`src/spe_pkg.sv`:
```
package spe_pkg;

  localparam int PATTERN_MAX = 32;
  localparam int STORE_DEPTH = 4096;

  localparam int ADDR_W     = $clog2(STORE_DEPTH);
  localparam int COUNT_W    = ADDR_W + 1;
  localparam int CHAR_W     = 8;
  localparam int PLEN_W     = 6;
  localparam int PIDX_W     = 5;
  localparam int CFG_IDX_W  = 3;
  localparam int CFG_DATA_W = 64;
  localparam int IN_DATA_W  = 24;
  localparam int IN_USER_W  = 2;
  localparam int OUT_DATA_W = 24;

  // item kinds
  localparam logic [IN_USER_W-1:0] KIND_PUSH  = 2'd0;
  localparam logic [IN_USER_W-1:0] KIND_READ  = 2'd1;
  localparam logic [IN_USER_W-1:0] KIND_CLEAR = 2'd2;

  // register indexes
  localparam logic [CFG_IDX_W-1:0] REG_PLEN  = 3'd0;
  localparam logic [CFG_IDX_W-1:0] REG_PAT0  = 3'd1;
  localparam logic [CFG_IDX_W-1:0] REG_PAT1  = 3'd2;
  localparam logic [CFG_IDX_W-1:0] REG_PAT2  = 3'd3;
  localparam logic [CFG_IDX_W-1:0] REG_PAT3  = 3'd4;

  typedef struct packed {
    logic              we;
    logic [ADDR_W-1:0] addr;
    logic [CHAR_W-1:0] wdata;
  } ram_req_t;

endpackage

```
`src/spe_pattern.sv`:
```
module spe_pattern (
  input  logic                               clk,
  input  logic                               rst,
  input  logic                               cfg_we,
  input  logic [spe_pkg::CFG_IDX_W-1:0]      cfg_index,
  input  logic [spe_pkg::CFG_DATA_W-1:0]     cfg_data,
  input  logic [spe_pkg::PIDX_W-1:0]         pat_sel,
  output logic [spe_pkg::PLEN_W-1:0]         eff_len,
  output logic [spe_pkg::CHAR_W-1:0]         pat_char
);

  logic [spe_pkg::PLEN_W-1:0]     plen;
  logic [spe_pkg::CFG_DATA_W-1:0] words [4];

  always_ff @(posedge clk) begin
    if (rst) begin
      plen     <= spe_pkg::PLEN_W'(1);
      words[0] <= '0;
      words[1] <= '0;
      words[2] <= '0;
      words[3] <= '0;
    end else if (cfg_we) begin
      case (cfg_index)
        spe_pkg::REG_PLEN: plen     <= cfg_data[spe_pkg::PLEN_W-1:0];
        spe_pkg::REG_PAT0: words[0] <= cfg_data;
        spe_pkg::REG_PAT1: words[1] <= cfg_data;
        spe_pkg::REG_PAT2: words[2] <= cfg_data;
        spe_pkg::REG_PAT3: words[3] <= cfg_data;
        default: ;
      endcase
    end
  end

  assign eff_len = (plen > spe_pkg::PLEN_W'(spe_pkg::PATTERN_MAX)) ?
                   spe_pkg::PLEN_W'(spe_pkg::PATTERN_MAX) : plen;

  assign pat_char = words[pat_sel[4:3]][{pat_sel[2:0], 3'b000} +: spe_pkg::CHAR_W];

endmodule

```
`config.mk`:
```
export PLATFORM = sky130hd
export DESIGN_NAME = spe_pattern
export DESIGN_NICKNAME = d
export VERILOG_FILES = /design/src/spe_pkg.sv /design/src/spe_pattern.sv
export SDC_FILE = /design/constraint.sdc
export NUM_CORES = 1
export LEC_CHECK = 0
export BUFFER_PORTS_ARGS = -buffer_cell sky130_fd_sc_hd__buf_2
export CAP_MARGIN = 20
export CORE_ASPECT_RATIO = 0.8
export CORE_MARGIN = 2
export CORE_UTILIZATION = 41
export DETAILED_ROUTE_END_ITERATION = 10
export RECOVER_POWER = 25
export REMOVE_ABC_BUFFERS = 1
export SLEW_MARGIN = 40
export SYNTH_ARGS = -nofsm -noshare
export SYNTH_HDL_FRONTEND = slang
export SYNTH_SLANG_ARGS = --single-unit
```
`constraint.sdc`:
```
create_clock -name clk -period 2.8 [get_ports clk]
set_clock_uncertainty 0.2 [all_clocks]
set_input_delay 0.56 -clock clk [delete_from_list [all_inputs] [get_ports clk]]
set_output_delay 0.56 -clock clk [all_outputs]
set_load 0.03 [all_outputs]
```
### Yosys cells after proc, flatten, opt, wreduce, memory -nomap -nowiden

Memory sizes are Yosys's and may differ from the RTL's.
Index checks and enable logic that the tools add are counted.

* $lt $le $gt $ge: 1
* eq/ne operators: 4
* shift-type cells: 1
* mux-type cells: 23
* bitwise gates (word level): 4
* reductions and logical operators: 2

Operator list (count)
* $mux 64: 4
* $shiftx 64x7->8: 1
* $mux 1: 18
* $eq 3x2->1 const B: 2
* $gt 6x6->1 const B: 1
* $mux 6: 1
* $or 1x1->1: 4
* $eq 3x1->1 const B: 1
* $eq 3x3->1 const B: 1
* $logic_not 3->1: 1
* $reduce_and 2->1: 1

* register bits after elaboration: 6
* bits in writable memories: 256
* input bits: 75
* output and inout port bits: 14
* logic and storage cells: 37
* memories: 1

Memories
* words: words 4, width 64, rd ports 1, clocked after memory_dff 0, wr ports 4, RTL line spe_pattern.sv:13 `logic [spe_pkg::CFG_DATA_W-1:0] words [4];`

### Longest topological paths before layout

* depth after elaboration: 6
* depth in mapped cells: 5
* gate-level depth less buffers: 3

### Least setup slack after synthesis

OpenSTA, ideal clock, no wires.

* kind: input to output
* from: input port pat_sel[0] (netlist bit)
* to: output port pat_char[0] (netlist bit)
* arrival time: 2.382 ns
* required time: 2.040 ns
* setup slack: -0.342 ns
* stages on the path: 5
* path buffers: 2
* path through: clkbuf_1 -> buf_1 -> mux4_2 -> mux4_2 -> mux2_2

* longest elaborated chain between the ends: 1

RTL lines
* start, declared: RTL line spe_pattern.sv:7 `input logic [spe_pkg::PIDX_W-1:0] pat_sel,`
* $shiftx 64x7->8: RTL line spe_pattern.sv:37 `assign pat_char = words[pat_sel[4:3]][{pat_sel[2:0], 3'b000} +: spe_pkg::CHAR_W];`
* end, declared: RTL line spe_pattern.sv:9 `output logic [spe_pkg::CHAR_W-1:0] pat_char`

Every way passes these cells.

### Worst setup path after layout

* from: memory words[0][18] (netlist bit)
* to: output port pat_char[2] (netlist bit)

* longest elaborated chain between the ends: 2

RTL lines (RTL line)
* start, declared: spe_pattern.sv:13
* $mem_v2 4x64
* $shiftx 64x7->8: spe_pattern.sv:37

Every way passes these cells.

==> results_tabular.tex <==
\begin{tabular}{lr}
\hline
Metric & Value \\
\hline
\multicolumn{2}{l}{\textbf{Outcome}} \\
Result of the run & finished, violations left \\
Violations in the final reports & setup timing \\
\multicolumn{2}{l}{\textbf{Worst setup path}} \\
Reg-to-reg setup timing slack & 1790 ps \\
Critical path startpoint category & flop \\
Arrival time reported for the critical path endpoint & 2350 ps \\
Biggest fanout along the worst timing path & 1 \\
Required arrival time at the worst endpoint & just over 2000 ps \\
Type of destination of the critical path & primary output \\
Critical setup path kind & reg -> out \\
Critical path startpoint & words[0][18]\$\_SDFFCE\_PN0P\_ \\
Worst reg2reg startpoint & plen[5]\$\_SDFFE\_PP0P\_ \\
\multicolumn{2}{l}{\textbf{Final layout}} \\
Layout Nets & 876 \\
Synth-to-layout area growth & 20.2\% \\
Post-route design area & roughly 14,000 um2 \\
Utilization of the core after routing & 0.499 \\
Final Non-Filler Cells & about 1,200 \\
Commonest cells after routing, fill and taps aside & 256 x sky130\_fd\_sc\_hd\_\_edfxtp\_1, 235 x sky130\_fd\_sc\_hd\_\_and2\_1, 80 x sky130\_fd\_sc\_hd\_\_mux4\_2 \\
Most common library cell in the layout ignoring fill and taps & sky130\_fd\_sc\_hd\_\_edfxtp\_1 \\
Layout cell share with drive strength beyond 1 & 0.312 \\
\multicolumn{2}{l}{\textbf{Route}} \\
Routed Antenna Nets & 0 \\
Overall routed net length & around 28,000 um \\
Total DRC errors in the routed layout & 0 \\
Final routed wire length divided by cell count & approximately 23 um \\
Starting DRC count in detailed routing & 419 \\
Router iterations before antenna repair & 5 \\
Vias per cell & 5.31 \\
Routed via count & 6,334 \\
\multicolumn{2}{l}{\textbf{Placement}} \\
Post-placement setup slack & -508 ps \\
Placed cell areas & 13,000 um2 \\
Hpwl dp & about 17,000 um \\
GP Congestion & 0.751 \\
IO Port Bufs & 88 \\
Placed instance count & 1,131 \\
\multicolumn{2}{l}{\textbf{Timing}} \\
Final-report setup violation count & 8 \\
Setup repair after global routing missed its margin & true \\
Post-layout min period & 3110 ps \\
Post-route fraction of the period consumed by the critical path & 1.11 \\
Total count of max-transition violations in the final report & 0 \\
Hold Violations, Final & 0 \\
Worst slew margin relative to its limit & 0.122 \\
Final critical-path setup slack & -313 ps \\
Maximum clock frequency & 0.321 GHz \\
Worst Tran Pin Value & 1320 ps \\
\multicolumn{2}{l}{\textbf{Floorplan}} \\
Initial core utilization & 0.415 \\
DIE WIDTH & 193 um \\
Die Y & 155 um \\
Number of cell rows & 55 \\
Die Outline Area & $\sim$30,000 um2 \\
Ports & 89 \\
Core region area & 28,200 um2 \\
\multicolumn{2}{l}{\textbf{Min path}} \\
Worst min-delay path startpoint & cfg\_data[0] \\
Tightest Hold Check Type & in -> reg \\
\multicolumn{2}{l}{\textbf{Power}} \\
Part of the total power dissipated in sequential elements & 0.515 \\
Max rail drop VDD & 0.000537 V \\
Reported leakage power & 0.00505 uW \\
Switching fraction of total power & 0.217 \\
Net switching power & 1950 uW \\
Internal power component & approximately 7000 uW \\
Logic gate share of total power & 0.098 \\
Power after layout & 8990 uW \\
Clock share of power & 0.387 \\
Pwr per Cell Area & 639 nW/um2 \\
\multicolumn{2}{l}{\textbf{Logic synthesis}} \\
Ys flop type & sky130\_fd\_sc\_hd\_\_edfxtp\_1 \\
Register area share after synthesis & 0.666 \\
Number of synthesis warnings & 0 \\
Count of flip-flops with a built-in enable after synthesis & 256 \\
Yosys reg bits & $\sim$260 \\
Count of distinct cell types in the synthesized netlist & 20 \\
Gate count of the mapped netlist & between 600 and 700 \\
Share of async-settable or async-resettable flops after synthesis & 0 \\
Total standard cell area after synthesis & between 10,000 and 15,000 um2 \\
Post-Synthesis Mean Instance Area & 17.2 um2 \\
\multicolumn{2}{l}{\textbf{Global routing}} \\
Global-route usage over all layers & 0.189 \\
Maximum number of pins on one net before global-route repair & roughly 50 \\
First-pass GRT wire length & $\sim$42,000 um \\
Vias in the first global route & approximately 7,000 \\
Global route total overflow & 0 \\
Antenna violations before repair & 6 \\
\multicolumn{2}{l}{\textbf{CTS}} \\
Clock tree buffer depth & 3 \\
Later-pin clock latency in the skew report & 530 ps \\
Buffer type at the clock tree root & sky130\_fd\_sc\_hd\_\_clkbuf\_16 \\
Cts bufs inserted & 27 \\
Worst-path clk slew & $\sim$60 ps \\
Total clock sinks & roughly 260 \\
TritonCTS clock tree & done \\
Deepest level of the CTS H-tree & 1 \\
\multicolumn{2}{l}{\textbf{Run}} \\
Total of max-cap violations & 0 \\
\hline
\end{tabular}
==> cells by family (layout without fill, tap and decap cells) <==
family / after synthesis / after routing / synth area share
and+or+nand+nor: 275 / 275 / 0.147
other: 0 / 2 / 0
muxes: 93 / 93 / 0.166
AOI/OAI and AO/OA: 5 / 5 / 0.00374
DFF: 262 / 262 / 0.666
buffers and inverters: 48 / 186 / 0.0180
==> critical path: stages, from the launching register on <==
cell	delay, ps
sky130_fd_sc_hd__edfxtp_1	370
sky130_fd_sc_hd__mux4_2	480
sky130_fd_sc_hd__mux4_2	530
sky130_fd_sc_hd__mux2_4	300
sky130_fd_sc_hd__buf_6	140
==> repair_timing <==
item | 4_1_cts | 5_1_grt
setup endpoints to repair | 8 | 8
gates resized for setup | 38 | 2
buffers inserted | 4 | 0
hold buffers | 0 | 0
gates cloned | 6 | 1
endpoints found under the hold margin | 0 | 0
pin swaps | 0 | 0
==> area by class of cell <==
type,count,area [um2]
inverter,2,7.51
multi-input combinational,373,3730
fill,2333,14100
clock buffer,37,743
timing repair buffer,135,1220
antenna,2,5.00
clock inverter,12,111
sequential,262,7810
tap,370,463
==> metrics by stage <==
step / setup TNS, ps / hold slack (ps)
after detailed placement: -3810 / 273
final: -2180 / 110
after global routing: -2610 / 104
after global placement: -3610 / 267
after floorplan: -272320 / 252
after CTS: -2400 / 87.7
==> power groups by stage <==
stage          logic, uW  clock network [uW]  registers [uW]
2_1_floorplan        426                   0            4680
3_3_place_gp         787                   0            4700
3_5_place_dp         805                   0            4710
4_1_cts              902                3560            4630
5_1_grt              943                3710            4650
6_report             882                3480            4630
==> path summary, 6_finish.rpt <==
kind	endpoint	cells past startpoint
max	pat_char[2]	4
min	plen[0]$_SDFFE_PP1P_	2
max reg2reg	plen[5]$_SDFFE_PP0P_	2
min reg2reg	plen[1]$_SDFFE_PP0P_	2
==> synthesized netlist by cell type, types with 2 or more instances <==
cell                         n  area share
sky130_fd_sc_hd__mux2i_1     5      0.0043
sky130_fd_sc_hd__and2_1    256        0.14
sky130_fd_sc_hd__buf_1       7      0.0022
sky130_fd_sc_hd__clkbuf_1   31      0.0099
sky130_fd_sc_hd__nor2b_1     7      0.0037
sky130_fd_sc_hd__nor2_1      6      0.0019
sky130_fd_sc_hd__a31o_2      4      0.0030
sky130_fd_sc_hd__buf_4       6      0.0038
sky130_fd_sc_hd__nor4_1      3      0.0016
sky130_fd_sc_hd__mux4_2     80        0.15
sky130_fd_sc_hd__inv_1       2     0.00064
sky130_fd_sc_hd__dfxtp_1     6       0.010
sky130_fd_sc_hd__edfxtp_1  256        0.66
sky130_fd_sc_hd__mux2_2      8      0.0077
==> per-layer routing <==
layer	vias up	global-route usage	part of all wire
li1	2816	-	-
met1	3264	0.253	0.43
met2	190	0.319	0.49
met3	56	0.0438	0.066
met4	8	0.0397	0.020
met5	-	0	0.0018
==> sequential cells by signal, indices dropped and copies added (netlist names) <==
signal and flops:
words 256, plen 6
Power figures use the tool's default switching activity.
