### src/spe_pkg.sv
package spe_pkg;

  localparam int PATTERN_MAX = 32;
  localparam int STORE_DEPTH = 4096;

  localparam int ADDR_W     = $clog2(STORE_DEPTH);
  localparam int COUNT_W    = ADDR_W + 1;
  localparam int CHAR_W     = 8;
  localparam int PLEN_W     = 6;
  localparam int PIDX_W     = 5;
  localparam int CFG_IDX_W  = 3;
  localparam int CFG_DATA_W = 64;
  localparam int IN_DATA_W  = 24;
  localparam int IN_USER_W  = 2;
  localparam int OUT_DATA_W = 24;

  // item kinds
  localparam logic [IN_USER_W-1:0] KIND_PUSH  = 2'd0;
  localparam logic [IN_USER_W-1:0] KIND_READ  = 2'd1;
  localparam logic [IN_USER_W-1:0] KIND_CLEAR = 2'd2;

  // register indexes
  localparam logic [CFG_IDX_W-1:0] REG_PLEN  = 3'd0;
  localparam logic [CFG_IDX_W-1:0] REG_PAT0  = 3'd1;
  localparam logic [CFG_IDX_W-1:0] REG_PAT1  = 3'd2;
  localparam logic [CFG_IDX_W-1:0] REG_PAT2  = 3'd3;
  localparam logic [CFG_IDX_W-1:0] REG_PAT3  = 3'd4;

  typedef struct packed {
    logic              we;
    logic [ADDR_W-1:0] addr;
    logic [CHAR_W-1:0] wdata;
  } ram_req_t;

endpackage

### src/spe_ctrl.sv
module spe_ctrl (
  input  logic                               clk,
  input  logic                               rst,
  input  logic                               s_tvalid,
  output logic                               s_tready,
  input  logic [spe_pkg::IN_DATA_W-1:0]      s_tdata,
  input  logic [spe_pkg::IN_USER_W-1:0]      s_tuser,
  output logic                               m_tvalid,
  input  logic                               m_tready,
  output logic [spe_pkg::OUT_DATA_W-1:0]     m_tdata,
  input  logic [spe_pkg::PLEN_W-1:0]         eff_len,
  input  logic [spe_pkg::CHAR_W-1:0]         pat_char,
  output logic [spe_pkg::PIDX_W-1:0]         pat_sel,
  output spe_pkg::ram_req_t                  ram_req,
  input  logic [spe_pkg::CHAR_W-1:0]         ram_rdata
);

  typedef enum logic [4:0] {
    ST_IDLE = 5'b00001,
    ST_CMP  = 5'b00010,
    ST_WR   = 5'b00100,
    ST_RD   = 5'b01000,
    ST_DONE = 5'b10000
  } state_t;

  state_t                          state;
  logic [spe_pkg::COUNT_W-1:0]     count;
  logic [spe_pkg::CHAR_W-1:0]      ch;
  logic [spe_pkg::ADDR_W-1:0]      base;
  logic [spe_pkg::PIDX_W-1:0]      last_k;
  logic [spe_pkg::PIDX_W-1:0]      iss_k;
  logic                            iss_done;
  logic                            cv;
  logic [spe_pkg::PIDX_W-1:0]      cmp_k;
  logic [spe_pkg::CHAR_W-1:0]      res_char;
  logic                            res_removed;
  logic [spe_pkg::COUNT_W-1:0]     res_len;
  logic                            res_over;

  logic [spe_pkg::IN_USER_W-1:0]   in_kind;
  logic [spe_pkg::CHAR_W-1:0]      in_ch;
  logic [spe_pkg::ADDR_W-1:0]      in_idx;
  logic                            accept;
  logic                            full;
  logic [spe_pkg::COUNT_W-1:0]     cnt_inc;
  logic                            too_short;
  logic [spe_pkg::CHAR_W-1:0]      cmp_data;
  logic                            eq;
  logic                            cmp_end;
  logic                            slot;

  assign in_kind = s_tuser;
  assign in_ch   = s_tdata[7:0];
  assign in_idx  = s_tdata[19:8];

  assign s_tready  = (state == ST_IDLE) && !rst;
  assign accept    = s_tvalid && s_tready;
  assign full      = (count == spe_pkg::COUNT_W'(spe_pkg::STORE_DEPTH));
  assign cnt_inc   = count + spe_pkg::COUNT_W'(1);
  assign too_short = (cnt_inc < spe_pkg::COUNT_W'(eff_len));

  // slot k is issued in the cycle before it is compared; the newest char is not in RAM yet
  assign pat_sel  = cmp_k;
  assign cmp_data = (cmp_k == last_k) ? ch : ram_rdata;
  assign eq       = (cmp_data == pat_char);
  assign cmp_end  = cv && (!eq || (cmp_k == last_k));
  assign slot     = (state == ST_CMP) && !iss_done && !cmp_end;

  always_comb begin
    ram_req.we    = 1'b0;
    ram_req.addr  = base + spe_pkg::ADDR_W'(iss_k);
    ram_req.wdata = ch;
    case (state)
      ST_IDLE: ram_req.addr = in_idx;
      ST_CMP: begin
        if (cmp_end) begin
          ram_req.we   = 1'b1;
          ram_req.addr = count[spe_pkg::ADDR_W-1:0];
        end
      end
      ST_WR: begin
        ram_req.we   = 1'b1;
        ram_req.addr = count[spe_pkg::ADDR_W-1:0];
      end
      default: ;
    endcase
  end

  always_ff @(posedge clk) begin
    if (rst) begin
      state    <= ST_IDLE;
      count    <= '0;
      m_tvalid <= 1'b0;
    end else begin
      if (m_tvalid && m_tready && (state != ST_DONE)) begin
        m_tvalid <= 1'b0;
      end
      case (state)
        ST_IDLE: begin
          if (accept) begin
            res_char    <= '0;
            res_removed <= 1'b0;
            res_over    <= 1'b0;
            res_len     <= count;
            ch          <= in_ch;
            case (in_kind)
              spe_pkg::KIND_PUSH: begin
                if (full) begin
                  res_over <= 1'b1;
                  state    <= ST_DONE;
                end else if ((eff_len == '0) || too_short) begin
                  state <= ST_WR;
                end else begin
                  base     <= spe_pkg::ADDR_W'(cnt_inc - spe_pkg::COUNT_W'(eff_len));
                  last_k   <= spe_pkg::PIDX_W'(eff_len - spe_pkg::PLEN_W'(1));
                  iss_k    <= '0;
                  iss_done <= 1'b0;
                  cv       <= 1'b0;
                  state    <= ST_CMP;
                end
              end
              spe_pkg::KIND_READ: begin
                if ({1'b0, in_idx} < count) begin
                  state <= ST_RD;
                end else begin
                  res_over <= 1'b1;
                  state    <= ST_DONE;
                end
              end
              spe_pkg::KIND_CLEAR: begin
                count   <= '0;
                res_len <= '0;
                state   <= ST_DONE;
              end
              default: state <= ST_DONE;
            endcase
          end
        end
        ST_CMP: begin
          cv <= slot;
          if (slot) begin
            cmp_k <= iss_k;
            if (iss_k == last_k) begin
              iss_done <= 1'b1;
            end else begin
              iss_k <= iss_k + spe_pkg::PIDX_W'(1);
            end
          end
          if (cmp_end) begin
            // eq here means the last slot matched too: whole tail is the pattern
            if (eq) begin
              count       <= {1'b0, base};
              res_len     <= {1'b0, base};
              res_removed <= 1'b1;
            end else begin
              count   <= cnt_inc;
              res_len <= cnt_inc;
            end
            state <= ST_DONE;
          end
        end
        ST_WR: begin
          count   <= cnt_inc;
          res_len <= cnt_inc;
          state   <= ST_DONE;
        end
        ST_RD: begin
          res_char <= ram_rdata;
          state    <= ST_DONE;
        end
        ST_DONE: begin
          if (!m_tvalid || m_tready) begin
            m_tvalid <= 1'b1;
            m_tdata  <= {1'b0, res_over, res_len, res_removed, res_char};
            state    <= ST_IDLE;
          end
        end
        default: state <= ST_IDLE;
      endcase
    end
  end

endmodule

### config.mk
export PLATFORM = sky130hd
export DESIGN_NAME = spe_ctrl
export DESIGN_NICKNAME = d
export VERILOG_FILES = /design/src/spe_pkg.sv /design/src/spe_ctrl.sv
export SDC_FILE = /design/constraint.sdc
export NUM_CORES = 1
export LEC_CHECK = 0
export ABC_CLOCK_PERIOD_IN_PS = 5000
export BUFFER_PORTS_ARGS = -buffer_cell sky130_fd_sc_hd__buf_2
export CAP_MARGIN = 20
export CORE_UTILIZATION = 50
export CTS_CLUSTER_SIZE = 8
export DETAILED_ROUTE_END_ITERATION = 10
export PLACE_DENSITY_LB_ADDON = 0.25
export SLEW_MARGIN = 15
export SYNTH_ARGS = -nofsm -noshare
export SYNTH_HDL_FRONTEND = slang
export SYNTH_SLANG_ARGS = --single-unit
### constraint.sdc
create_clock -name clk -period 5 [get_ports clk]
set_clock_uncertainty 0.15 [all_clocks]
set_input_delay 0.5 -clock clk [delete_from_list [all_inputs] [get_ports clk]]
set_output_delay 0.5 -clock clk [all_outputs]
set_load 0.005 [all_outputs]
# Yosys cells after proc, flatten, opt, wreduce, memory -nomap -nowiden
# Cells that the tools add are included.
dict set report totals {
  reg_bits 102
  input_bits 52
  out_inout_bits 52
  elab_cells 124
}
dict set report classes {
  addsub 5
  order_cmp 2
  n_eq_ne 22
  mux 44
  n_bitwise 3
  reduce_logical 33
}
# op n
set op_table {}
lappend op_table {{2-to-1 mux 13 bit} 5}
lappend op_table {{2-to-1 mux 5 bit} 11}
lappend op_table {{case mux 13 bit (3 select lines)} 1}
lappend op_table {{case mux 12 bit (3 select lines)} 1}
lappend op_table {{case mux 5 bit (2 select lines)} 2}
lappend op_table {{case mux 5 bit (4 select lines)} 1}
lappend op_table {{AND reduction 3 bit} 6}
lappend op_table {{2-to-1 mux 8 bit} 2}
lappend op_table {{inequality test 2 bit (second input constant)} 8}
lappend op_table {{case mux 8 bit (2 select lines)} 1}
lappend op_table {{AND reduction 8 bit} 2}
lappend op_table {{2-to-1 mux 1 bit} 14}
lappend op_table {{adder 13 x 1 -> 13 bit (second input constant)} 1}
lappend op_table {{== test 13 bit (second input constant)} 1}
lappend op_table {{less-than comparator 12 x 13 -> 1 bit} 1}
lappend op_table {{less-than comparator 13 x 6 -> 1 bit} 1}
lappend op_table {{adder 12 x 5 -> 12 bit} 1}
lappend op_table {{AND reduction 6 bit} 2}
lappend op_table {{subtractor 12 x 6 -> 12 bit} 1}
lappend op_table {{== test 5 bit} 2}
lappend op_table {{case mux 1 bit (2 select lines)} 5}
lappend op_table {{== test 8 bit} 1}
lappend op_table {{logical AND 1 bit} 7}
lappend op_table {{zero test 6 bit} 1}
lappend op_table {{other kinds (21)} 31}

# Longest topological paths before layout
# Gate-level depths: netlist of the first run.
dict set report depth {
  word_depth 10
  depth_mapped 11
  mapped_depth_nobuf 11
}

# Worst setup path after synthesis of the first run
# Ideal clock, no wire load.
dict set report synth_timing {
  path_type {register to register}
  start {reg count[0] in the netlist's numbering}
  end {reg base[0] in the netlist's numbering, enable pin}
  setup_time_ps 369
  t_arrival_ps 2669
  t_required_ps 4481
  slack_ps 1812
  path_stages_with_launch 12
  path_buffers 0
  synth_period_minus_slack_ps 3188
  path_cell_list {dfxtp_1 > inv_1 > ha_1 > ha_1 > nor2b_1 > o21a_1 > o21ai_0 > a21oi_1 > nor3_1 > and3_1 > a311o_1 > inv_1}
}
dict set report synth_between {
  elab_chain_len 5
  word_cells_on_any_way 7
  classes_between {add/sub: 1; order compare: 1; eq/ne: 1; bitwise: 2; reduce/logical: 2}
}
# item line
set synth_rtl {}
lappend synth_rtl {{from (decl)} spe_ctrl.sv:27} ;# logic [spe_pkg::COUNT_W-1:0] count;
lappend synth_rtl {{from (signal assigned)} spe_ctrl.sv:152} ;# count <= {1'b0, base};
lappend synth_rtl {{from (signal assigned)} spe_ctrl.sv:156} ;# count <= cnt_inc;
lappend synth_rtl {{from (signal assigned)} spe_ctrl.sv:163} ;# count <= cnt_inc;
lappend synth_rtl {{adder 13 x 1 -> 13 bit} spe_ctrl.sv:59} ;# assign cnt_inc = count + spe_pkg::COUNT_W'(1);
lappend synth_rtl {{less-than comparator 13 x 6 -> 1 bit} spe_ctrl.sv:60} ;# assign too_short = (cnt_inc < spe_pkg::COUNT_W'(eff_len));
lappend synth_rtl {{logical OR 1 bit} spe_ctrl.sv:111} ;# end else if ((eff_len == '0) || too_short) begin
lappend synth_rtl {{NOT 1 bit (no source line)} -}
lappend synth_rtl {{AND reduction 6 bit (no source line) (*)} -}
lappend synth_rtl {{to (signal assigned)} spe_ctrl.sv:114} ;# base <= spe_pkg::ADDR_W'(cnt_inc - spe_pkg::COUNT_W'(eff_len));
lappend synth_rtl {{to (decl)} spe_ctrl.sv:29} ;# logic [spe_pkg::ADDR_W-1:0] base;
# Every way passes the cells marked *; elsewhere a longest branch is shown, timed or not.
# A chain may end at the register's enable or synchronous reset.

==> flow_metrics.env, run 1 <==
export IMPL_final_nets=727
export IMPL_hp_class="in -> reg"
export IMPL_first_pass_iters=5
export IMPL_finalSetupViolCount=0
export IMPL_core_area_mm2=0.0114
export IMPL_clkSinkCount=102
export IMPL_die_w_um=110
export IMPL_post_cts_buffers=0
export IMPL_hold_ws_ns=0.178
export IMPL_rsz0062_at_grt="no"
export IMPL_viasPerCell=5.75
export IMPL_leakagePower_nw=2.71
export IMPL_maxCapViolCount=0
export IMPL_io_buffers=98
export IMPL_cts_tree="yes"
export IMPL_layout_commonest_cell="buf_2"
export IMPL_grt_pass1_wl_um=21300
export IMPL_clk_path_buf_depth=2
export IMPL_gr_total_overflow=0
export IMPL_synth_area_mm2=0.00583
export IMPL_n_antenna_cell=0
export IMPL_finalSetupTns_ns=0
export IMPL_seq_area_frac_synth=0.493
export IMPL_synth_main_ff_cell="edfxtp_1"
export IMPL_syn_num_nets=634
export IMPL_power_w=0.00239
export IMPL_multiInputGateArea_mm2=0.00272
export IMPL_worstPathArrival_ns=3.50
export IMPL_hold_viol_final=0
export IMPL_dieArea_mm2=0.0121
export IMPL_cts_clk_slew_worst_paths_ns=0.07
export IMPL_fmax_ghz=0.241
export IMPL_seqCellArea_mm2=0.00287
export IMPL_core_rowCount=39
export IMPL_cts_root_buf="clkbuf_16"
export IMPL_syn2layout_area_growth_pct=16.7
export IMPL_grt_pass1_vias=4329
export IMPL_worstSkewPairLatency_ns=0.35
export IMPL_fin_crit_sh=0.830
export IMPL_maxSlewViolCount=0
export IMPL_drc=0
export IMPL_layout_common_cells="buf_2, edfxtp_1, nor2_1"
export IMPL_wl_per_cell_um=17.3
export IMPL_io_pins=104
export IMPL_postRouteAntennaNets=0
export IMPL_grt_max_degree=27
export IMPL_hold_buffers=0
export IMPL_track_usage=0.237
export IMPL_p_per_area_mw_per_mm2=351
export IMPL_synthCells=553
export IMPL_die_h_um=110
export IMPL_avgSynthCellArea_um2=10.5
export IMPL_cts_buffers=9
export IMPL_max_slew_margin_rel=0.284
export IMPL_synthArstFlopShare=0
export IMPL_vdd_drop_max_mv=0.237
export IMPL_crit_type="reg -> out"
export IMPL_tightest_slew_ns=1.06
export IMPL_via_count=4562
export IMPL_cp_max_fo=20
export IMPL_wl_um=13700
export IMPL_cts_resized=0
export IMPL_yosys_register_bits=102
export IMPL_status="complete, no violations"
export IMPL_drive_gt1_frac=0.204
export IMPL_gp_congestion=0.866
export IMPL_yosys_warnings=0
export IMPL_drt_iter0_drc=327
export IMPL_crit_required_ns=4.35
export IMPL_synth_edf_count=83
export IMPL_dp_hpwl_um=10200
export IMPL_antenna_found_initial=0
export IMPL_min_period_ns=4.15
export IMPL_yosysUniqueCellTypes=64
export IMPL_start_util=0.513
export IMPL_htreeDepth=3
export IMPL_setup_worst_path_end_class="output port"
export IMPL_worst_setup_path_start_kind="flip-flop"
export IMPL_nFillCells=971
-- final timing paths --
kind,depth (start not counted),slack (ns),end,startpoint
max,10,0.85,ram_req[10],last_k[2]
min,1,0.18,ch[7],s_tdata[7]
max reg2reg,12,1.11,last_k[0],count[0]
min reg2reg,0,0.27,m_tdata[7],res_char[7]
-- cell type report --
class / count / area share
repair buffers: 105 / 0.0798
multi-input cells: 389 / 0.400
inverters: 39 / 0.0215
clock buffers: 9 / 0.0331
clock inverters: 7 / 0.0175
flip-flops and latches: 102 / 0.422
well taps: 143 / 0.0263
-- where the power goes --
part | total, W | internal [W] | switching (W)
Sequential | 0.00104 | 0.000990 | 0.0000512
Clock | 0.000808 | 0.000491 | 0.000317
Combinational | 0.000537 | 0.000229 | 0.000307
Total | 0.00239 | 0.00171 | 0.000675
-- layer usage --
layer  up-vias  wire length [um]  track usage
met5         -                 0            0
met4         0               212       0.0867
met3        19               889       0.0494
met2       164              6600        0.389
met1      2188              6010        0.308
li1       2191                 -            -
-- worst max-delay path, cell delays in order, from the launching register on --
cell       delay, ns
edfxtp_1        0.44
xnor2_1         0.21
nand3_1         0.19
nor2_2          0.23
mux2i_1         0.31
a2111oi_4       0.12
buf_4           0.24
a211oi_2        0.81
nor3_1          0.16
a221o_1         0.30
buf_2           0.13
-- per-stage QoR --
| stage | cell area (um^2) | util | setup slack (ns) | std cells |
|---|---|---|---|---|
| 6_report | 6810 | 0.599 | 0.851 | 794 |
| 3_5_place_dp | 6450 | 0.568 | 1.16 | 777 |
| 2_1_floorplan | 5830 | - | 1.81 | 553 |
| 4_1_cts | 6800 | 0.598 | 0.874 | 793 |
| 5_1_grt | 6810 | 0.599 | 0.623 | 794 |
| 3_3_place_gp | 6450 | 0.567 | 1.22 | 776 |
-- sequential cells by signal, indices dropped and copies added (netlist names) --
signal / cells
m_tdata: 23
count: 13
res_len: 13
base: 12
ch: 8
res_char: 8
iss_k: 5
last_k: 5
pat_sel: 5
state: 5
cv: 1
iss_done: 1
m_tvalid: 1
res_over: 1
res_removed: 1
-- synthesized netlist by cell type (all sizes together) (8+ instances only) --
cell type   n  area [um^2]
a211oi     11         92.6
a21o        8         60.1
a21oi      25          129
and2       12         75.1
clkbuf     16         60.1
dfxtp      19          380
edfxtp     83         2490
ha         27          338
inv        38          143
mux2i       8         80.1
nand2      39          146
nand3      12         60.1
nor2       43          164
nor2b      15         93.8
nor3       16         80.1
o21ai      21          105
o221ai     10         87.6
xnor2      38          333
xor2       17          149
-- kinds of logic after synthesis --
logic type	Yosys count	share of synthesized area
AO/OA/AOI/OAI	119	0.147
XOR/XNOR	55	0.0826
adder cells (fa/ha/maj)	29	0.0648
buffers and inverters	62	0.0436
flip-flops	102	0.493
multiplexers	9	0.0157
other	1	0.000643
AND/OR/NAND/NOR	176	0.153
No activity file was read; power rests on OpenSTA's default activity.
==> run 2: changes to the inputs <==
Settings changed: ABC_AREA from default to 1, ABC_CLOCK_PERIOD_IN_PS 5000 to 4210.
Clock period 5 ns to 4.21 ns, I/O delays scaled along.
==> run 2 against run 1 <==
The run now ends with DRC left. Via count is 16% higher. Flip-flop and latch count stayed put. Global-route usage is 2.2 points higher. Critical path depth is 2 lower. Sequential share of layout area is 1.4 points lower. Synthesized cell count is 31% higher. Critical endpoint unchanged.
==> flow_metrics.env, run 2 <==
export IMPL_postRouteAntennaNets=0
export IMPL_clk_path_buf_depth=2
export IMPL_yosysMostFrequentCell="nand2_1"
export IMPL_track_usage=0.259
export IMPL_maxSlewViolCount=0
export IMPL_cp_endpoint="ram_req[10]"
export IMPL_p_comb_frac=0.400
export IMPL_path_depth=8
export IMPL_drive_gt1_frac=0.172
export IMPL_dp_hpwl_um=12200
export IMPL_reg_top3="m_tdata: 23 flops, count: 13 flops, res_len: 13 flops"
export IMPL_crit_family="simple AND/OR/NAND/NOR gates"
export IMPL_die_h_um=112
export IMPL_post_cts_buffers=0
export IMPL_max_slew_margin_rel=0.300
export IMPL_p_sw_w=0.00148
export IMPL_yosys_top_cells_count="nand2_1, inv_1, nor2_1"
export IMPL_largest_reg_flops=23
export IMPL_yosysUniqueCellTypes=43
export IMPL_cts_tree="yes"
export IMPL_status="finished with violations"
export IMPL_die_w_um=112
export IMPL_worstPathArrival_ns=3.10
export IMPL_grt_max_degree=27
export IMPL_htreeDepth=3
export IMPL_rsz0062_at_grt="no"
export IMPL_dieArea_mm2=0.0126
export IMPL_yosys_warnings=0
export IMPL_synth_area_top_cells="edfxtp_1, nand2_1, inv_1"
export IMPL_synthArstFlopShare=0
export IMPL_final_nets=915
export IMPL_r2r_start="count[0]"
export IMPL_synth_area_mm2=0.00607
export IMPL_grt_pass1_vias=4948
export IMPL_violations="DRC"
export IMPL_vdd_drop_max_mv=0.227
export IMPL_crit_type="reg -> out"
export IMPL_cp_startpoint="state[1]"
export IMPL_p_int_w=0.00231
export IMPL_io_buffers=98
export IMPL_min_period_ns=3.67
export IMPL_drt_iter0_drc=379
export IMPL_start_util=0.522
export IMPL_crit_required_ns=3.64
export IMPL_crit_path_max_incr_delay_ns=0.79
export IMPL_syn2layout_area_growth_pct=16.1
export IMPL_regMostFlops="m_tdata"
export IMPL_drc=5
export IMPL_maxCapViolCount=0
export IMPL_clkSinkCount=102
export IMPL_p_per_area_mw_per_mm2=539
export IMPL_layout_common_cells="nand2_1, inv_1, buf_2"
export IMPL_fmax_ghz=0.273
export IMPL_cts_resized=0
export IMPL_first_pass_iters=9
export IMPL_fin_crit_sh=0.872
export IMPL_worst_setup_path_start_kind="flip-flop"
export IMPL_via_count=5276
export IMPL_synth_edf_count=83
export IMPL_core_area_mm2=0.0116
export IMPL_r2r_cells=15
export IMPL_yosys_register_bits=102
export IMPL_core_rowCount=39
export IMPL_synth_top_area_frac=0.411
export IMPL_r2r_slack_ns=0.55
export IMPL_leakagePower_nw=3.31
export IMPL_crit_path_cell_trace="nor2_1 -> inv_1 -> nor4_1 -> clkinv_1 -> o21ai_2 -> nand2_1 -> nand4_1 -> buf_2"
export IMPL_finalSetupViolCount=0
export IMPL_worstSkewPairLatency_ns=0.36
export IMPL_antenna_found_initial=0
export IMPL_cts_clk_slew_worst_paths_ns=0.07
export IMPL_viasPerCell=5.37
export IMPL_cp_max_fo=10
export IMPL_r2r_end="iss_k[3]"
export IMPL_cts_root_buf="clkbuf_16"
export IMPL_cts_buffers=9
export IMPL_gp_congestion=0.927
export IMPL_wl_um=15400
export IMPL_n_antenna_cell=0
export IMPL_hold_buffers=0
export IMPL_synth_main_ff_cell="edfxtp_1"
export IMPL_syn_num_nets=808
export IMPL_wl_per_cell_um=15.7
export IMPL_avgSynthCellArea_um2=8.34
export IMPL_hp_class="in -> reg"
export IMPL_final_area_mm2=0.00704
export IMPL_placed_area_mm2=0.00675
export IMPL_seqPwrFrac=0.381
export IMPL_synthCells=727
export IMPL_grt_pass1_wl_um=24700
export IMPL_placed_cells=966
export IMPL_io_pins=104
export IMPL_sw_frac_of_total=0.391
export IMPL_gr_total_overflow=0
export IMPL_critPathBufInv=3
export IMPL_setup_worst_path_end_class="output port"
export IMPL_finalNonFillerCells=982
export IMPL_yosysTopAreaCell="edfxtp_1"
export IMPL_tightest_slew_ns=1.04
export IMPL_finalSetupTns_ns=0
export IMPL_seq_area_frac_synth=0.474
export IMPL_layout_commonest_cell="nand2_1"
export IMPL_slowest_stage="nor4_1"
export IMPL_hold_viol_final=0
export IMPL_clkPwrFrac=0.219
run 2: worst min path at each step:
| stage | cells after the start | slack [ns] | start | endpoint |
|---|---|---|---|---|
| after detailed placement | 0 | 0.26 | res_len[9] | m_tdata[18] |
| after CTS | 1 | 0.08 | s_tdata[6] | ch[6] |
| after global routing | 1 | 0.08 | s_tdata[6] | ch[6] |
| final | 1 | 0.1 | s_tdata[4] | ch[4] |
| after floorplan | 0 | 0.25 | res_char[0] | m_tdata[0] |
| after global placement | 0 | 0.25 | res_len[3] | m_tdata[12] |
run 2: cell type report:
cell class / instances / area, um^2
Clock buffer: 10 / 229
Fill cell: 1074 / 4570
Tap cell: 143 / 179
Multi-Input combinational cell: 505 / 2740
Sequential cell: 102 / 2870
Inverter: 111 / 417
Timing Repair Buffer: 105 / 543
Clock inverter: 6 / 61.3
run 2: per-layer routing:
metal | part of all wire | global-route usage | up-vias
met1 | 0.46 | 0.352 | 2426
met3 | 0.066 | 0.0481 | 44
met5 | 0 | 0 | -
met4 | 0.031 | 0.128 | 0
li1 | - | - | 2619
met2 | 0.45 | 0.399 | 187
run 2: cells by family (layout without fill, tap and decap cells):
group                    after synthesis  after routing  synth area share
AND/OR/NAND/NOR                      394            394             0.296
adder cells (fa/ha/maj)               29             29            0.0623
AO/OA/AOI/OAI                         53             53            0.0485
flip-flops                           102            102             0.474
XOR/XNOR                              28             28            0.0417
other                                  1              1          0.000618
buffers and inverters                120            232            0.0776
run 2: metrics by stage:
stage	worst slack, ns	hold slack [ns]	utilization	total power [W]
2_1_floorplan	0.656	0.250	-	0.00250
5_1_grt	0.127	0.0818	0.607	0.00405
3_3_place_gp	0.664	0.252	0.582	0.00292
6_report	0.540	0.0963	0.607	0.00380
3_5_place_dp	0.636	0.256	0.582	0.00297
4_1_cts	0.577	0.0829	0.607	0.00379
run 2: power groups by stage:
stage	combinational (W)	sequential [W]	clock, W
after floorplan	0.00107	0.00143	0
after global placement	0.00147	0.00146	0
after detailed placement	0.00150	0.00146	0
after CTS	0.00151	0.00144	0.000844
after global routing	0.00171	0.00146	0.000883
final	0.00152	0.00145	0.000830
==> run 3: changes to the inputs <==
Settings changed: ABC_AREA 1 to default.
==> run 3 against run 2 <==
Power fell by 27%. Routed wire length fell by 12%. The flow still finishes with violations (DRC). Clock-buffer cell count rose by 2. Worst setup slack got worse by 0.11 ns. Combinational power fell by 58%. Highest routed layer unchanged. Die area fell by 3.8%.
==> flow_metrics.env, run 3 (synthesis results as in run 1) <==
export IMPL_sw_frac_of_total=0.282
export IMPL_io_pins=104
export IMPL_grt_pass1_wl_um=21800
export IMPL_die_h_um=110
export IMPL_drt_iter0_drc=296
export IMPL_reg_top3="m_tdata: 23 flops, count: 13 flops, res_len: 13 flops"
export IMPL_tightest_slew_ns=1.02
export IMPL_grt_pass1_vias=4270
export IMPL_rsz0062_at_grt="no"
export IMPL_cts_buffers=9
export IMPL_power_w=0.00277
export IMPL_io_buffers=98
export IMPL_setup_worst_path_end_class="output port"
export IMPL_wl_per_cell_um=17.1
export IMPL_core_rowCount=39
export IMPL_n_antenna_cell=0
export IMPL_fin_crit_sh=0.898
export IMPL_p_per_area_mw_per_mm2=407
export IMPL_cp_max_fo=11
export IMPL_core_area_mm2=0.0114
export IMPL_wl_um=13700
export IMPL_hold_ws_ns=0.0987
export IMPL_final_area_mm2=0.00681
export IMPL_cts_tree="yes"
export IMPL_layout_common_cells="buf_2, edfxtp_1, nor2_1"
export IMPL_gr_total_overflow=0
export IMPL_min_path_cells=1
export IMPL_via_count=4544
export IMPL_drc=2
export IMPL_maxCapViolCount=0
export IMPL_seqPwrFrac=0.446
export IMPL_p_int_w=0.00199
export IMPL_clkSinkCount=102
export IMPL_syn2layout_area_growth_pct=16.8
export IMPL_hold_buffers=0
export IMPL_first_pass_iters=8
export IMPL_p_comb_frac=0.232
export IMPL_finalSetupTns_ns=0
export IMPL_crit_required_ns=3.64
export IMPL_vdd_drop_max_mv=0.227
export IMPL_nFillCells=944
export IMPL_hold_viol_final=0
export IMPL_cts_root_buf="clkbuf_16"
export IMPL_largest_reg_flops=23
export IMPL_violations="DRC"
export IMPL_start_util=0.513
export IMPL_postRouteAntennaNets=0
export IMPL_placed_area_mm2=0.00649
export IMPL_regMostFlops="m_tdata"
export IMPL_post_cts_buffers=0
export IMPL_viasPerCell=5.69
export IMPL_drive_gt1_frac=0.206
export IMPL_finalSetupViolCount=0
export IMPL_clkPwrFrac=0.322
export IMPL_dp_hpwl_um=10200
export IMPL_cts_clk_slew_worst_paths_ns=0.06
export IMPL_worstSkewPairLatency_ns=0.34
export IMPL_die_w_um=110
export IMPL_fmax_ghz=0.265
export IMPL_r2r_cells=13
export IMPL_hp_class="in -> reg"
export IMPL_maxSlewViolCount=0
export IMPL_p_sw_w=0.000781
export IMPL_dieArea_mm2=0.0121
export IMPL_min_period_ns=3.78
export IMPL_htreeDepth=3
export IMPL_final_nets=732
export IMPL_leakagePower_nw=2.72
export IMPL_status="finished with violations"
export IMPL_grt_max_degree=27
export IMPL_clk_path_buf_depth=2
export IMPL_crit_type="reg -> out"
export IMPL_gp_congestion=0.878
export IMPL_antenna_found_initial=0
export IMPL_worstPathArrival_ns=3.21
export IMPL_layout_commonest_cell="buf_2"
export IMPL_worst_setup_path_start_kind="flip-flop"
export IMPL_track_usage=0.241
export IMPL_max_slew_margin_rel=0.309
## run 3: per-stage QoR
| step | util | instances | worst slack [ns] |
|---|---|---|---|
| floorplan | - | 553 | 1.02 |
| global route | 0.599 | 799 | 0.179 |
| CTS | 0.599 | 799 | 0.0241 |
| finish | 0.599 | 799 | 0.431 |
| detailed placement | 0.571 | 783 | 0.405 |
| global placement | 0.571 | 783 | 0.548 |
## run 3: final cells by class
class                           count  area, um^2  share of cell area
Clock buffer                       12         246              0.0362
Clock inverter                      4        72.6              0.0107
Inverter                           39         146              0.0215
Multi-Input combinational cell    389        2710               0.398
Sequential cell                   102        2870               0.422
Tap cell                          143         179              0.0263
Timing Repair Buffer              110         581              0.0852
## run 3: critical path: stages, from the launching register on
cell,delay [ns]
edfxtp_1,0.43
xnor2_1,0.21
nand3_1,0.19
nor2_2,0.23
mux2i_1,0.14
a2111oi_4,0.37
a21boi_1,0.18
a21oi_2,0.53
inv_1,0.13
a221o_1,0.31
buf_2,0.12
## run 3: per-layer routing
metal / vias to the layer above / wire (um) / GRT usage / share of wire
met3: 11 / 885 / 0.0500 / 0.065
met1: 2170 / 5950 / 0.316 / 0.44
met2: 160 / 6680 / 0.404 / 0.49
li1: 2203 / - / - / -
met5: - / 0 / 0 / 0
met4: 0 / 143 / 0.0714 / 0.010
## run 3: power by group through the flow
stage | logic, W | clock network [W] | registers, W
2_1_floorplan | 0.000446 | 0 | 0.00123
3_3_place_gp | 0.000616 | 0 | 0.00125
3_5_place_dp | 0.000637 | 0 | 0.00126
4_1_cts | 0.000642 | 0.000903 | 0.00124
5_1_grt | 0.000723 | 0.000940 | 0.00124
6_report | 0.000643 | 0.000892 | 0.00124
## run 3: timing repair
action | in CTS | in global routing
resized for setup | 0 | 1
endpoints found under the hold margin | 0 | 0
endpoints found under the setup margin | 0 | 1
## run 3: worst paths after layout
check                           slack, ns     endpoint   startpoint
worst max-delay path                 0.43  ram_req[10]    last_k[3]
worst min-delay path                  0.1        ch[1]   s_tdata[1]
worst max register to register       0.55      base[4]     count[0]
worst min register to register       0.27   m_tdata[2]  res_char[2]
